File: config.mk
export PLATFORM = sky130hd
export DESIGN_NAME = log2_latency_histogram
export DESIGN_NICKNAME = d
export VERILOG_FILES = /design/src/rtl/l2hist_pkg.sv /design/src/rtl/log2_latency_histogram.sv
export VERILOG_INCLUDE_DIRS = /design/src /design/src/rtl
export SDC_FILE = /design/constraint.sdc
export NUM_CORES = 2
export LEC_CHECK = 0
export BUFFER_PORTS_ARGS = -buffer_cell sky130_fd_sc_hd__buf_2
export CAP_MARGIN = 25
export CORE_UTILIZATION = 59
export CTS_BUF_LIST = sky130_fd_sc_hd__clkbuf_4 sky130_fd_sc_hd__clkbuf_8 sky130_fd_sc_hd__clkbuf_16
export CTS_CLUSTER_DIAMETER = 120
export DETAILED_ROUTE_END_ITERATION = 6
export PLACE_DENSITY = 0.74
export SLEW_MARGIN = 20
export SYNTH_ARGS = -nofsm -noshare
export SYNTH_HDL_FRONTEND = slang
export SYNTH_SLANG_ARGS = --single-unit
File: constraint.sdc
create_clock -name i_clk -period 11.61 [get_ports i_clk]
set_clock_uncertainty 0.2 [all_clocks]
set_input_delay 2.322 -clock i_clk [delete_from_list [all_inputs] [get_ports i_clk]]
set_output_delay 2.322 -clock i_clk [all_outputs]
set_load 0.1 [all_outputs]
File: src/rtl/assert_macros.svh
// ----------------------------------------------------------------------------
// assert_macros.svh
// Shared assertion macros. They expect i_clk and i_rst_n in scope.
// ----------------------------------------------------------------------------
`ifndef ASSERT_MACROS_SVH
`define ASSERT_MACROS_SVH

// Expression must hold on every clock edge out of reset.
`define L2H_ASSERT(lbl, expr) \
    lbl: assert property (@(posedge i_clk) disable iff (!i_rst_n) (expr)) \
        else $error("assertion failed");

// Same-cycle implication.
`define L2H_ASSERT_IMP(lbl, ante, cons) \
    lbl: assert property (@(posedge i_clk) disable iff (!i_rst_n) (ante) |-> (cons)) \
        else $error("assertion failed");

// Next-cycle implication.
`define L2H_ASSERT_NXT(lbl, ante, cons) \
    lbl: assert property (@(posedge i_clk) disable iff (!i_rst_n) (ante) |=> (cons)) \
        else $error("assertion failed");

`endif

File: src/rtl/l2hist_pkg.sv
// ----------------------------------------------------------------------------
// l2hist_pkg
// Types, constants and helpers for the log2 latency histogram.
// ----------------------------------------------------------------------------
package l2hist_pkg;

    localparam int NUM_BUCKETS = 48;
    localparam int COUNT_WIDTH = 32;
    localparam int BKT_W       = $clog2(NUM_BUCKETS);

    localparam int LAT_W  = 64;
    localparam int POS_W  = $clog2(LAT_W);
    localparam int PM_W   = 10;
    localparam int PM_MAX = 1000;
    localparam int SEL_W  = 6;
    localparam int RES_W  = 48;
    localparam int TOT_W  = 32;

    // total * permille, bucket count * 1000, and the scaled running sum
    localparam int PROD_W = COUNT_WIDTH + PM_W;
    localparam int SUM_W  = COUNT_WIDTH + BKT_W + PM_W;

    typedef enum logic [1:0] {
        OP_RECORD = 2'd0,
        OP_PCTL   = 2'd1,
        OP_READ   = 2'd2
    } t_op;

    typedef enum logic [2:0] {
        ST_IDLE,
        ST_REC_WR,
        ST_RD_OUT,
        ST_Q_MUL,
        ST_Q_SCL,
        ST_Q_ACC
    } t_state;

    typedef struct packed {
        logic [1:0]       op;
        logic [LAT_W-1:0] latency;
        logic [PM_W-1:0]  permille;
        logic [SEL_W-1:0] bucket_sel;
    } t_cmd;

    typedef struct packed {
        logic [RES_W-1:0] result_value;
        logic [SEL_W-1:0] found_bucket;
        logic [TOT_W-1:0] sample_total;
    } t_rsp;

    function automatic logic [COUNT_WIDTH-1:0] sat_inc(input logic [COUNT_WIDTH-1:0] v);
        return (&v) ? v : v + COUNT_WIDTH'(1);
    endfunction

    // bucket i spans [2^i, 2^(i+1)); midpoint 1 for i = 0, else 3*2^(i-1)
    function automatic logic [RES_W-1:0] midpoint(input logic [BKT_W-1:0] i);
        if (i == '0) begin
            return RES_W'(1);
        end else begin
            return RES_W'(3) << (i - BKT_W'(1));
        end
    endfunction

endpackage

File: src/rtl/log2_latency_histogram.sv
// ----------------------------------------------------------------------------
// log2_latency_histogram
// Power-of-two latency histogram with percentile and bucket-read queries.
// ----------------------------------------------------------------------------
// Usage:
//   Command channel: a beat (i_cmd) is taken at a rising edge where start is
//   high and busy is low. op selects record, percentile query or bucket read;
//   the unused op code is taken and dropped.
//   Result channel: o_valid strobes for one cycle with o_rsp. The receiver
//   cannot stall; results are never held.
//   Sequence per op, from the accept edge:
//     record      busy in ST_REC_WR (one read-modify-write of the count RAM);
//                 the next beat is taken only after that; no result.
//     bucket read busy in ST_RD_OUT; o_valid is registered out of that state.
//     percentile  busy through ST_Q_MUL (total * permille), then per bucket
//                 walked (1..NUM_BUCKETS) ST_Q_SCL scales the count by 1000
//                 and ST_Q_ACC adds and compares. o_valid follows.
//   The next beat may be given in the cycle o_valid is high.
//   Reset (synchronous, active low) zeroes the sample total and the per-entry
//   valid bits, so all bucket counts read as zero at once; no clearing pass.
// ----------------------------------------------------------------------------
`include "assert_macros.svh"

module log2_latency_histogram (
    input  logic               i_clk,
    input  logic               i_rst_n,
    input  logic               start,
    output logic               busy,
    input  l2hist_pkg::t_cmd   i_cmd,
    output logic               o_valid,
    output l2hist_pkg::t_rsp   o_rsp
);

    localparam int NB    = l2hist_pkg::NUM_BUCKETS;
    localparam int CW    = l2hist_pkg::COUNT_WIDTH;
    localparam int BKT_W = l2hist_pkg::BKT_W;
    localparam int SEL_W = l2hist_pkg::SEL_W;
    localparam int POS_W = l2hist_pkg::POS_W;

    // Count RAM: one sync read port, one write port
    logic [CW-1:0]    mem_bucket [NB];
    logic [CW-1:0]    r_rdata;
    logic             r_rd_vld;
    logic [NB-1:0]    r_vld;          // entry written since reset

    l2hist_pkg::t_state r_state, n_state;

    logic [BKT_W-1:0]              r_idx, n_idx;
    logic [SEL_W-1:0]              r_sel, n_sel;
    logic                          r_sel_ok, n_sel_ok;
    logic [l2hist_pkg::PM_W-1:0]   r_pm, n_pm;
    logic [CW-1:0]                 r_total, n_total;
    logic [l2hist_pkg::PROD_W-1:0] r_prod, n_prod;
    logic [l2hist_pkg::PROD_W-1:0] r_scaled, n_scaled;
    logic [l2hist_pkg::SUM_W-1:0]  r_sum, n_sum;
    logic                          r_out_vld, n_out_vld;
    l2hist_pkg::t_rsp              r_out, n_out;

    logic [BKT_W-1:0]              rd_addr;
    logic                          mem_we;
    logic [CW-1:0]                 cnt;
    logic [POS_W-1:0]              top_pos;
    logic [BKT_W-1:0]              rec_idx;
    logic [l2hist_pkg::SUM_W-1:0]  acc_sum;
    logic                          sel_in_range;

    assign busy    = (r_state != l2hist_pkg::ST_IDLE);
    assign o_valid = r_out_vld;
    assign o_rsp   = r_out;

    // never-written entries read as zero
    assign cnt = r_rd_vld ? r_rdata : '0;

    // top set bit of latency; zero treated as one, so bit 0 is the floor
    always_comb begin
        top_pos = '0;
        for (int b = 0; b < l2hist_pkg::LAT_W; b++) begin
            if (i_cmd.latency[b]) begin
                top_pos = POS_W'(b);
            end
        end
    end

    // positions past the last bucket land in the last bucket
    assign rec_idx = (top_pos > POS_W'(NB - 1)) ? BKT_W'(NB - 1) : BKT_W'(top_pos);

    assign sel_in_range = ({1'b0, i_cmd.bucket_sel} < (SEL_W + 1)'(NB));

    // running sum is kept as (cum + 1) * 1000, compared with total * permille:
    // cum >= floor(total*pm/1000)  <=>  (cum + 1) * 1000 > total * pm
    assign acc_sum = r_sum + l2hist_pkg::SUM_W'(r_scaled);

    always_comb begin
        n_state   = r_state;
        n_idx     = r_idx;
        n_sel     = r_sel;
        n_sel_ok  = r_sel_ok;
        n_pm      = r_pm;
        n_total   = r_total;
        n_prod    = r_prod;
        n_scaled  = r_scaled;
        n_sum     = r_sum;
        n_out_vld = 1'b0;
        n_out     = r_out;
        rd_addr   = '0;
        mem_we    = 1'b0;

        unique case (r_state)
            l2hist_pkg::ST_IDLE: begin
                if (start) begin
                    unique case (i_cmd.op)
                        l2hist_pkg::OP_RECORD: begin
                            n_idx   = rec_idx;
                            rd_addr = rec_idx;
                            n_state = l2hist_pkg::ST_REC_WR;
                        end
                        l2hist_pkg::OP_PCTL: begin
                            n_pm    = (i_cmd.permille > l2hist_pkg::PM_W'(l2hist_pkg::PM_MAX))
                                      ? l2hist_pkg::PM_W'(l2hist_pkg::PM_MAX)
                                      : i_cmd.permille;
                            n_idx   = '0;
                            n_state = l2hist_pkg::ST_Q_MUL;
                        end
                        l2hist_pkg::OP_READ: begin
                            n_sel    = i_cmd.bucket_sel;
                            n_sel_ok = sel_in_range;
                            rd_addr  = sel_in_range ? BKT_W'(i_cmd.bucket_sel) : '0;
                            n_state  = l2hist_pkg::ST_RD_OUT;
                        end
                        default: begin
                            // unused op: dropped
                        end
                    endcase
                end
            end
            l2hist_pkg::ST_REC_WR: begin
                mem_we  = 1'b1;
                n_total = l2hist_pkg::sat_inc(r_total);
                n_state = l2hist_pkg::ST_IDLE;
            end
            l2hist_pkg::ST_RD_OUT: begin
                n_out_vld          = 1'b1;
                n_out.result_value = r_sel_ok ? l2hist_pkg::RES_W'(cnt) : '0;
                n_out.found_bucket = r_sel;
                n_out.sample_total = l2hist_pkg::TOT_W'(r_total);
                n_state            = l2hist_pkg::ST_IDLE;
            end
            l2hist_pkg::ST_Q_MUL: begin
                n_prod  = l2hist_pkg::PROD_W'(r_total) * l2hist_pkg::PROD_W'(r_pm);
                n_sum   = l2hist_pkg::SUM_W'(l2hist_pkg::PM_MAX);
                rd_addr = '0;
                n_state = l2hist_pkg::ST_Q_SCL;
            end
            l2hist_pkg::ST_Q_SCL: begin
                n_scaled = l2hist_pkg::PROD_W'(cnt)
                           * l2hist_pkg::PROD_W'(l2hist_pkg::PM_MAX);
                n_state  = l2hist_pkg::ST_Q_ACC;
            end
            l2hist_pkg::ST_Q_ACC: begin
                n_sum = acc_sum;
                if (acc_sum > l2hist_pkg::SUM_W'(r_prod)) begin
                    n_out_vld          = 1'b1;
                    n_out.result_value = l2hist_pkg::midpoint(r_idx);
                    n_out.found_bucket = SEL_W'(r_idx);
                    n_out.sample_total = l2hist_pkg::TOT_W'(r_total);
                    n_state            = l2hist_pkg::ST_IDLE;
                end else if (r_idx == BKT_W'(NB - 1)) begin
                    // target never reached
                    n_out_vld          = 1'b1;
                    n_out.result_value = '0;
                    n_out.found_bucket = '0;
                    n_out.sample_total = l2hist_pkg::TOT_W'(r_total);
                    n_state            = l2hist_pkg::ST_IDLE;
                end else begin
                    n_idx   = r_idx + BKT_W'(1);
                    rd_addr = r_idx + BKT_W'(1);
                    n_state = l2hist_pkg::ST_Q_SCL;
                end
            end
            default: begin
                n_state = l2hist_pkg::ST_IDLE;
            end
        endcase
    end

    // control state
    always_ff @(posedge i_clk) begin
        if (!i_rst_n) begin
            r_state   <= l2hist_pkg::ST_IDLE;
            r_out_vld <= 1'b0;
            r_total   <= '0;
            r_vld     <= '0;
        end else begin
            r_state   <= n_state;
            r_out_vld <= n_out_vld;
            r_total   <= n_total;
            if (mem_we) begin
                r_vld[r_idx] <= 1'b1;
            end
        end
    end

    // datapath
    always_ff @(posedge i_clk) begin
        r_idx    <= n_idx;
        r_sel    <= n_sel;
        r_sel_ok <= n_sel_ok;
        r_pm     <= n_pm;
        r_prod   <= n_prod;
        r_scaled <= n_scaled;
        r_sum    <= n_sum;
        r_out    <= n_out;
    end

    // count RAM; a write can hit entry 0 while the idle read port also reads it
    always_ff @(posedge i_clk) begin
        if (mem_we) begin
            mem_bucket[r_idx] <= l2hist_pkg::sat_inc(cnt);
        end
        r_rdata  <= mem_bucket[rd_addr];
        r_rd_vld <= r_vld[rd_addr];
    end

    `L2H_ASSERT_NXT(a_strobe_single, o_valid, !o_valid)
    `L2H_ASSERT_NXT(a_record_silent, r_state == l2hist_pkg::ST_REC_WR, !o_valid)
    `L2H_ASSERT_IMP(a_idx_range, busy, r_idx < BKT_W'(NB - 1) || r_idx == BKT_W'(NB - 1))
    `L2H_ASSERT_IMP(a_total_mono, $past(i_rst_n), r_total >= $past(r_total))

endmodule

Word-level counts from Yosys, hierarchy flattened
Memories as Yosys holds them, arrays and structs flattened. A register that Yosys moved wholly into a read port is not among the register bits.
Index checks and enable logic that the tools add are counted.
{"block": "word_totals", "register_bits": 323, "ramBits": 1536, "input_bits": 85, "out_inout_bits": 88, "wordCells": 161, "mem_count": 1}
{"name": "mem_bucket", "depth": 48, "width": 32, "rd": 1, "rd_clocked_by_memory_dff": 1, "write_ports": 1, "line": "log2_latency_histogram.sv:41", "source": "logic [CW-1:0] mem_bucket [NB];"}
{"block": "op_classes", "add_sub_neg": 5, "n_mul": 2, "order_cmp": 7, "eq_ne": 14, "n_shift": 1, "mux": 98, "bitwise_logic": 2, "reduce_logical": 16}
{"cell": "$mux 6", "count": 70}
{"cell": "$mux 86", "count": 2}
{"cell": "$pmux 86 s2", "count": 1}
{"cell": "$mux 32", "count": 3}
{"cell": "$pmux 48 s2", "count": 1}
{"cell": "$add 32x1->32 const B", "count": 2}
{"cell": "$reduce_and 32->1", "count": 2}
{"cell": "$add 48x42->48", "count": 1}
{"cell": "$gt 48x42->1", "count": 1}
{"cell": "$mux 48", "count": 1}
{"cell": "$or 48x48->48", "count": 1}
{"cell": "$pmux 6 s2", "count": 4}
{"cell": "$shl 2x6->48 const A", "count": 1}
{"cell": "$mul 32x10->42", "count": 1}
{"cell": "$mul 32x7->39 const B", "count": 1}
{"cell": "$lt 6x7->1 const B", "count": 2}
{"cell": "$pmux 3 s4", "count": 1}
{"cell": "$gt 10x10->1 const B", "count": 1}
{"cell": "$mux 3", "count": 3}
{"cell": "$pmux 3 s3", "count": 1}
{"cell": "$mux 1", "count": 8}
{"cell": "$add 6x1->6 const B", "count": 1}
{"cell": "$bmux 1 s6", "count": 1}
{"cell": "$demux 1 s6", "count": 1}
{"cell": "other kinds (25)", "count": 34}

Longest topological paths before layout
{"block": "depth", "word_depth": 70, "mapped_depth": 33, "depth_no_buf": 29}

Least setup slack after synthesis
OpenSTA, ideal clock, no wires.
{"block": "synth_timing", "kind": "flip-flop to flip-flop", "start": "register r_scaled[3] (netlist name)", "end": "register r_out, in the netlist o_rsp[0] (enable)", "setup_time_ns": 0.562, "arrival_ns": 8.609, "required_ns": 10.848, "slack_ns": 2.239, "stages_incl_launch_ff": 26, "n_path_buf": 0, "synth_period_minus_slack_ns": 9.371, "cell_sequence": "edfxtp_1 -> ha_1 -> fa_1 -> a211oi_1 -> nor2_1 -> o211ai_1 -> a2111oi_0 -> o2111a_1 -> o211ai_1 -> a21oi_1 -> o21ai_0 -> nand2b_1 -> a21oi_1 -> o21bai_1 -> xor2_1 -> ha_1 -> nand3_1 -> nor3_1 -> nand3_1 -> a31o_2 -> nand3_1 -> a21boi_0 -> mux2_2 -> nand4_4 -> nor2_1 -> o22ai_1"}
{"block": "synth_between", "elab_chain_len": 4}
{"element": "start, declared", "line": "log2_latency_histogram.sv:54", "source": "logic [l2hist_pkg::PROD_W-1:0] r_scaled, n_scaled;"}
{"element": "start signal, assigned", "line": "log2_latency_histogram.sv:210", "source": "r_scaled <= n_scaled;"}
{"element": "$add 48x42->48", "line": "log2_latency_histogram.sv:91", "source": "assign acc_sum = r_sum + l2hist_pkg::SUM_W'(r_scaled);"}
{"element": "net acc_sum, one bit", "line": "log2_latency_histogram.sv:64", "source": "logic [l2hist_pkg::SUM_W-1:0] acc_sum;"}
{"element": "$gt 48x42->1", "line": "log2_latency_histogram.sv:161", "source": "if (acc_sum > l2hist_pkg::SUM_W'(r_prod)) begin"}
{"element": "$ne 3x3->1 (no source line)"}
{"element": "$reduce_and 2->1 (no source line)"}
{"element": "end signal, assigned", "line": "log2_latency_histogram.sv:212", "source": "r_out <= n_out;"}
{"element": "end, declared", "line": "log2_latency_histogram.sv:57", "source": "l2hist_pkg::t_rsp r_out, n_out;"}
The timed path passes the listed nets, and every way through them passes these cells.
A chain may end at the register's enable or synchronous reset.

Worst setup path after layout
{"block": "layout_timing", "start": "register r_scaled[3] (netlist name)", "end": "register r_rdata[10], read port of mem_bucket"}
{"block": "layout_between", "elab_chain_len": 4}
{"element": "$add 48x42->48", "line": "log2_latency_histogram.sv:91"}
{"element": "net acc_sum, one bit", "line": "log2_latency_histogram.sv:64"}
{"element": "$gt 48x42->1", "line": "log2_latency_histogram.sv:161"}
{"element": "$mux 6", "line": "log2_latency_histogram.sv:161"}
{"element": "$pmux 6 s2", "line": "log2_latency_histogram.sv:108", "source": "unique case (r_state)"}
{"element": "end, declared", "line": "log2_latency_histogram.sv:42", "source": "logic [CW-1:0] r_rdata;"}
The timed path passes the listed nets, and every way through them passes these cells.

==> impl_results.html <==
<table>
<tr><th>Metric</th><th>Value</th></tr>
<tr><th colspan="2">Layout</th></tr>
<tr><td>Total Nets Final</td><td>8059</td></tr>
<tr><td>Post-Route Utilization</td><td>0.660</td></tr>
<tr><td>Final standard cell area without fillers</td><td>102000 sq um</td></tr>
<tr><td>Layout area overhead</td><td>10.9%</td></tr>
<tr><td>Ratio of cells with drive above 1 in the final layout</td><td>0.102</td></tr>
<tr><th colspan="2">Yosys</th></tr>
<tr><td>Primary FF master, synth</td><td>sky130_fd_sc_hd__edfxtp_1</td></tr>
<tr><td>Top cells by area, synth</td><td>sky130_fd_sc_hd__edfxtp_1 58%, sky130_fd_sc_hd__fa_1 7.8%, sky130_fd_sc_hd__nand2_1 5.9%</td></tr>
<tr><td>Number of flops mapped to enable cells by yosys</td><td>1771</td></tr>
<tr><td>Mapped Nets</td><td>7934</td></tr>
<tr><td>Async S/R FF share, synth</td><td>0</td></tr>
<tr><td>Count of mapped cells out of synthesis</td><td>7244</td></tr>
<tr><td>Library cell occupying the most area in the post-synthesis netlist</td><td>sky130_fd_sc_hd__edfxtp_1</td></tr>
<tr><td>Yosys warning count</td><td>0</td></tr>
<tr><td>Netlist cell types</td><td>79</td></tr>
<tr><td>Portion of the post-synthesis area used by sequential elements</td><td>0.606</td></tr>
<tr><td>Cell area after technology mapping</td><td>91600 sq um</td></tr>
<tr><td>Synthesized area per cell</td><td>12.7 sq um</td></tr>
<tr><td>Number of synthesized register bits</td><td>1888</td></tr>
<tr><td>Synth top area share</td><td>0.580</td></tr>
<tr><th colspan="2">Clocking</th></tr>
<tr><td>Buffer cell driving the clock tree root</td><td>sky130_fd_sc_hd__clkbuf_16</td></tr>
<tr><td>Number of buffers between clock root and the deepest sink</td><td>3</td></tr>
<tr><td>Clock transition time at the flip-flop clock pins of the worst setup and hold paths</td><td>0.06 ns</td></tr>
<tr><td>CTS resizes</td><td>0</td></tr>
<tr><td>Post-CTS setup buffer count</td><td>0</td></tr>
<tr><td>Count of clock tree sinks</td><td>1888</td></tr>
<tr><td>Clock tree from TritonCTS</td><td>yes</td></tr>
<tr><td>Post-CTS Hold Buffers</td><td>0</td></tr>
<tr><td>Total clock buffers created by CTS</td><td>182</td></tr>
<tr><td>Insertion delay to the later sink of the worst-skew pair</td><td>0.85 ns</td></tr>
<tr><td>H-tree depth</td><td>4</td></tr>
<tr><th colspan="2">Floorplanning</th></tr>
<tr><td>DIE WIDTH</td><td>396 microns</td></tr>
<tr><td>Core ar.</td><td>154000 sq um</td></tr>
<tr><td>Die span in y</td><td>396 microns</td></tr>
<tr><td>Die Outline Area</td><td>157000 sq um</td></tr>
<tr><td>Starting Density</td><td>0.595</td></tr>
<tr><td>FP Rows</td><td>144</td></tr>
<tr><td>I/O pin total</td><td>173</td></tr>
<tr><th colspan="2">Power</th></tr>
<tr><td>Internal portion of total power</td><td>11.4 mW</td></tr>
<tr><td>Proportion of power drawn by the clock network</td><td>0.401</td></tr>
<tr><td>Pwr per Cell Area</td><td>149 nW/um^2</td></tr>
<tr><td>Power spent charging and discharging nets</td><td>3.67 mW</td></tr>
<tr><td>Pwr Total</td><td>15.1 mW</td></tr>
<tr><td>Relative contribution of combinational cells to total power</td><td>0.096</td></tr>
<tr><td>Part of the total power dissipated in sequential elements</td><td>0.503</td></tr>
<tr><td>Worst voltage drop across the vdd grid</td><td>0.000163 V</td></tr>
<tr><td>Fraction of power spent switching nets</td><td>0.243</td></tr>
<tr><td>Leak pwr</td><td>40.0 nW</td></tr>
<tr><th colspan="2">Setup path</th></tr>
<tr><td>Data arrival at the endpoint of the critical path</td><td>9.70 ns</td></tr>
<tr><td>Critical path start-end classification</td><td>flip-flop to flip-flop</td></tr>
<tr><td>Buf/Inv on CP</td><td>2</td></tr>
<tr><td>Largest stage delay on the critical path</td><td>0.81 ns</td></tr>
<tr><td>Cell seen most often among critical-path stages</td><td>sky130_fd_sc_hd__a21oi_1</td></tr>
<tr><td>Crit path max-delay family</td><td>compound AO/OA/AOI/OAI gates</td></tr>
<tr><td>Setup slack on the worst flop-to-flop path</td><td>2.42 ns</td></tr>
<tr><td>Critical Path Slowest Stage Cell</td><td>sky130_fd_sc_hd__a2111oi_0</td></tr>
<tr><td>Maximum fanout along the worst path</td><td>39</td></tr>
<tr><td>Required time at the endpoint of the critical path</td><td>12.12 ns</td></tr>
<tr><td>Crit end category</td><td>flip-flop</td></tr>
<tr><td>Launching element type of the critical path</td><td>flip-flop</td></tr>
<tr><th colspan="2">Placement</th></tr>
<tr><td>GP Congestion</td><td>0.924</td></tr>
<tr><td>Port-buffer cells</td><td>171</td></tr>
<tr><td>Cell area after placement</td><td>95400 sq um</td></tr>
<tr><td>Total half-perimeter wirelength after legalization and detailed placement</td><td>143000 microns</td></tr>
<tr><th colspan="2">Routing</th></tr>
<tr><td>Highest layer used for signal routing</td><td>met5</td></tr>
<tr><td>DR iter-0 viols</td><td>6743</td></tr>
<tr><td>Remaining number of nets flagged by the antenna check after routing</td><td>0</td></tr>
<tr><td>Routed length on met1</td><td>88200 microns</td></tr>
<tr><td>Initial DRT Pass Iterations</td><td>7</td></tr>
<tr><td>Detailed-routed wire length on met2</td><td>117000 microns</td></tr>
<tr><td>Detailed-route vias per instance</td><td>6.26</td></tr>
<tr><td>WL/cell</td><td>25.7 microns</td></tr>
<tr><td>Final Routed Wirelength</td><td>246000 microns</td></tr>
<tr><td>Remaining design rule violation count</td><td>11</td></tr>
<tr><td>Routed wl met3</td><td>26900 microns</td></tr>
<tr><td>Detailed-route via count</td><td>59852</td></tr>
<tr><th colspan="2">GRT</th></tr>
<tr><td>Antenna violations before repair</td><td>4</td></tr>
<tr><td>Global-route total usage across every layer</td><td>0.313</td></tr>
<tr><td>Wire length of the first global-routing pass</td><td>363000 microns</td></tr>
<tr><td>Vias in the first global route</td><td>59216</td></tr>
<tr><td>Congestion Overflow GR</td><td>0</td></tr>
<tr><td>Pin count of the biggest net entering global routing</td><td>187</td></tr>
<tr><th colspan="2">STA</th></tr>
<tr><td>Max-slew violation total from the final report</td><td>0</td></tr>
<tr><td>Setup-failing EPs final</td><td>0</td></tr>
<tr><td>Max transition margin</td><td>0.280</td></tr>
<tr><td>Fin. Hold Viols</td><td>0</td></tr>
<tr><td>Final period demand of the worst path</td><td>9.19 ns</td></tr>
<tr><td>Setup repair after global routing missed its margin</td><td>no</td></tr>
<tr><td>Final Cycle Share</td><td>0.791</td></tr>
<tr><td>Final-layout setup total negative slack</td><td>0 ns</td></tr>
<tr><td>Highest attainable clock frequency</td><td>109 MHz</td></tr>
<tr><td>Slew at the pin closest to its max-slew limit</td><td>1.05 ns</td></tr>
<tr><th colspan="2">Outcome</th></tr>
<tr><td>Run status</td><td>finished, violations left</td></tr>
<tr><td>Violations in the final reports</td><td>design-rule violations</td></tr>
<tr><th colspan="2">Run</th></tr>
<tr><td>Number of max-cap violations</td><td>0</td></tr>
<tr><th colspan="2">Hold path</th></tr>
<tr><td>Worst min path class</td><td>flip-flop to flip-flop</td></tr>
</table>
## synth_stat cells, types with 55 or more instances
master / number
sky130_fd_sc_hd__a21o_1: 62
sky130_fd_sc_hd__a21oi_1: 222
sky130_fd_sc_hd__a311oi_1: 55
sky130_fd_sc_hd__a31oi_1: 106
sky130_fd_sc_hd__and2_1: 226
sky130_fd_sc_hd__and3_1: 119
sky130_fd_sc_hd__buf_2: 133
sky130_fd_sc_hd__clkbuf_1: 193
sky130_fd_sc_hd__dfxtp_1: 117
sky130_fd_sc_hd__edfxtp_1: 1771
sky130_fd_sc_hd__fa_1: 357
sky130_fd_sc_hd__ha_1: 248
sky130_fd_sc_hd__inv_1: 417
sky130_fd_sc_hd__mux2i_1: 309
sky130_fd_sc_hd__nand2_1: 1438
sky130_fd_sc_hd__nand3_1: 319
sky130_fd_sc_hd__nor2_1: 192
sky130_fd_sc_hd__o21a_1: 68
sky130_fd_sc_hd__o21ai_0: 92
sky130_fd_sc_hd__xnor2_1: 129
## path summary, 6_finish.rpt
| check | from | cells past startpoint | end |
|---|---|---|---|
| setup / recovery | r_scaled[3] | 30 | r_rdata[10] |
| hold / removal | r_vld[46] | 1 | r_vld[46] |
| setup reg to reg | r_scaled[3] | 30 | r_rdata[10] |
| hold reg to reg | r_vld[46] | 1 | r_vld[46] |
## per-layer routing
metal | global-route usage | up-vias
li1 | - | 26191
met1 | 0.401 | 29723
met2 | 0.513 | 3263
met3 | 0.0565 | 673
met4 | 0.159 | 2
met5 | 0 | -
## kinds of logic after synthesis
logic type | after synthesis | share of synthesized area
buffers and inverters | 789 | 0.0352
adder cells (fa/ha/maj) | 605 | 0.112
AO/OA/AOI/OAI | 960 | 0.0729
multiplexers | 320 | 0.0351
AND/OR/NAND/NOR | 2506 | 0.122
XOR/XNOR | 176 | 0.0168
flip-flops | 1888 | 0.606
## through the flow
step	std cells	hold slack (ns)	setup slack, ns
2_1_floorplan	7244	0.235	2.24
3_3_place_gp	9222	0.241	2.65
3_5_place_dp	9228	0.250	2.64
4_1_cts	9565	0.265	2.67
5_1_grt	9566	0.272	1.90
6_report	9568	0.267	2.42
## area by class of cell
type,instances,area [sq um]
tap,2044,2560
clock buffer,242,5140
sequential,1888,55500
inverter,417,1570
multi-input combinational,4567,33600
fill,10973,52400
timing repair buffer,313,2130
antenna,2,5.00
clock inverter,95,1080
## power by group through the flow
| stage | combinational (mW) | clock [mW] | sequential, mW |
|---|---|---|---|
| 6_report | 1.45 | 6.07 | 7.60 |
| 5_1_grt | 1.57 | 6.37 | 7.59 |
| 4_1_cts | 1.44 | 6.11 | 7.59 |
| 3_5_place_dp | 1.42 | 0 | 7.74 |
| 3_3_place_gp | 1.38 | 0 | 7.74 |
| 2_1_floorplan | 0.927 | 0 | 7.77 |
## flip-flops by register name (all words and copies together) (netlist names), 6 cells and up
name and count:
mem_bucket 1536, o_rsp 86, r_idx 6, r_pm 10
r_prod 42, r_rdata 32, r_scaled 39, r_sel 6
r_sum 45, r_total 32, r_vld 48
## layout by cell type, fill, tap and decap left out, types with 143 or more instances in the layout
master and count:
sky130_fd_sc_hd__ha_1 248, sky130_fd_sc_hd__a21oi_1 221, sky130_fd_sc_hd__clkbuf_16 182, sky130_fd_sc_hd__buf_2 171
sky130_fd_sc_hd__and2_1 226, sky130_fd_sc_hd__inv_1 417, sky130_fd_sc_hd__edfxtp_1 1771, sky130_fd_sc_hd__nand2_1 1436
sky130_fd_sc_hd__mux2i_1 309, sky130_fd_sc_hd__nor2_1 143, sky130_fd_sc_hd__fa_1 357, sky130_fd_sc_hd__nand3_1 319
Note: power is estimated with default switching activity, not from simulation.
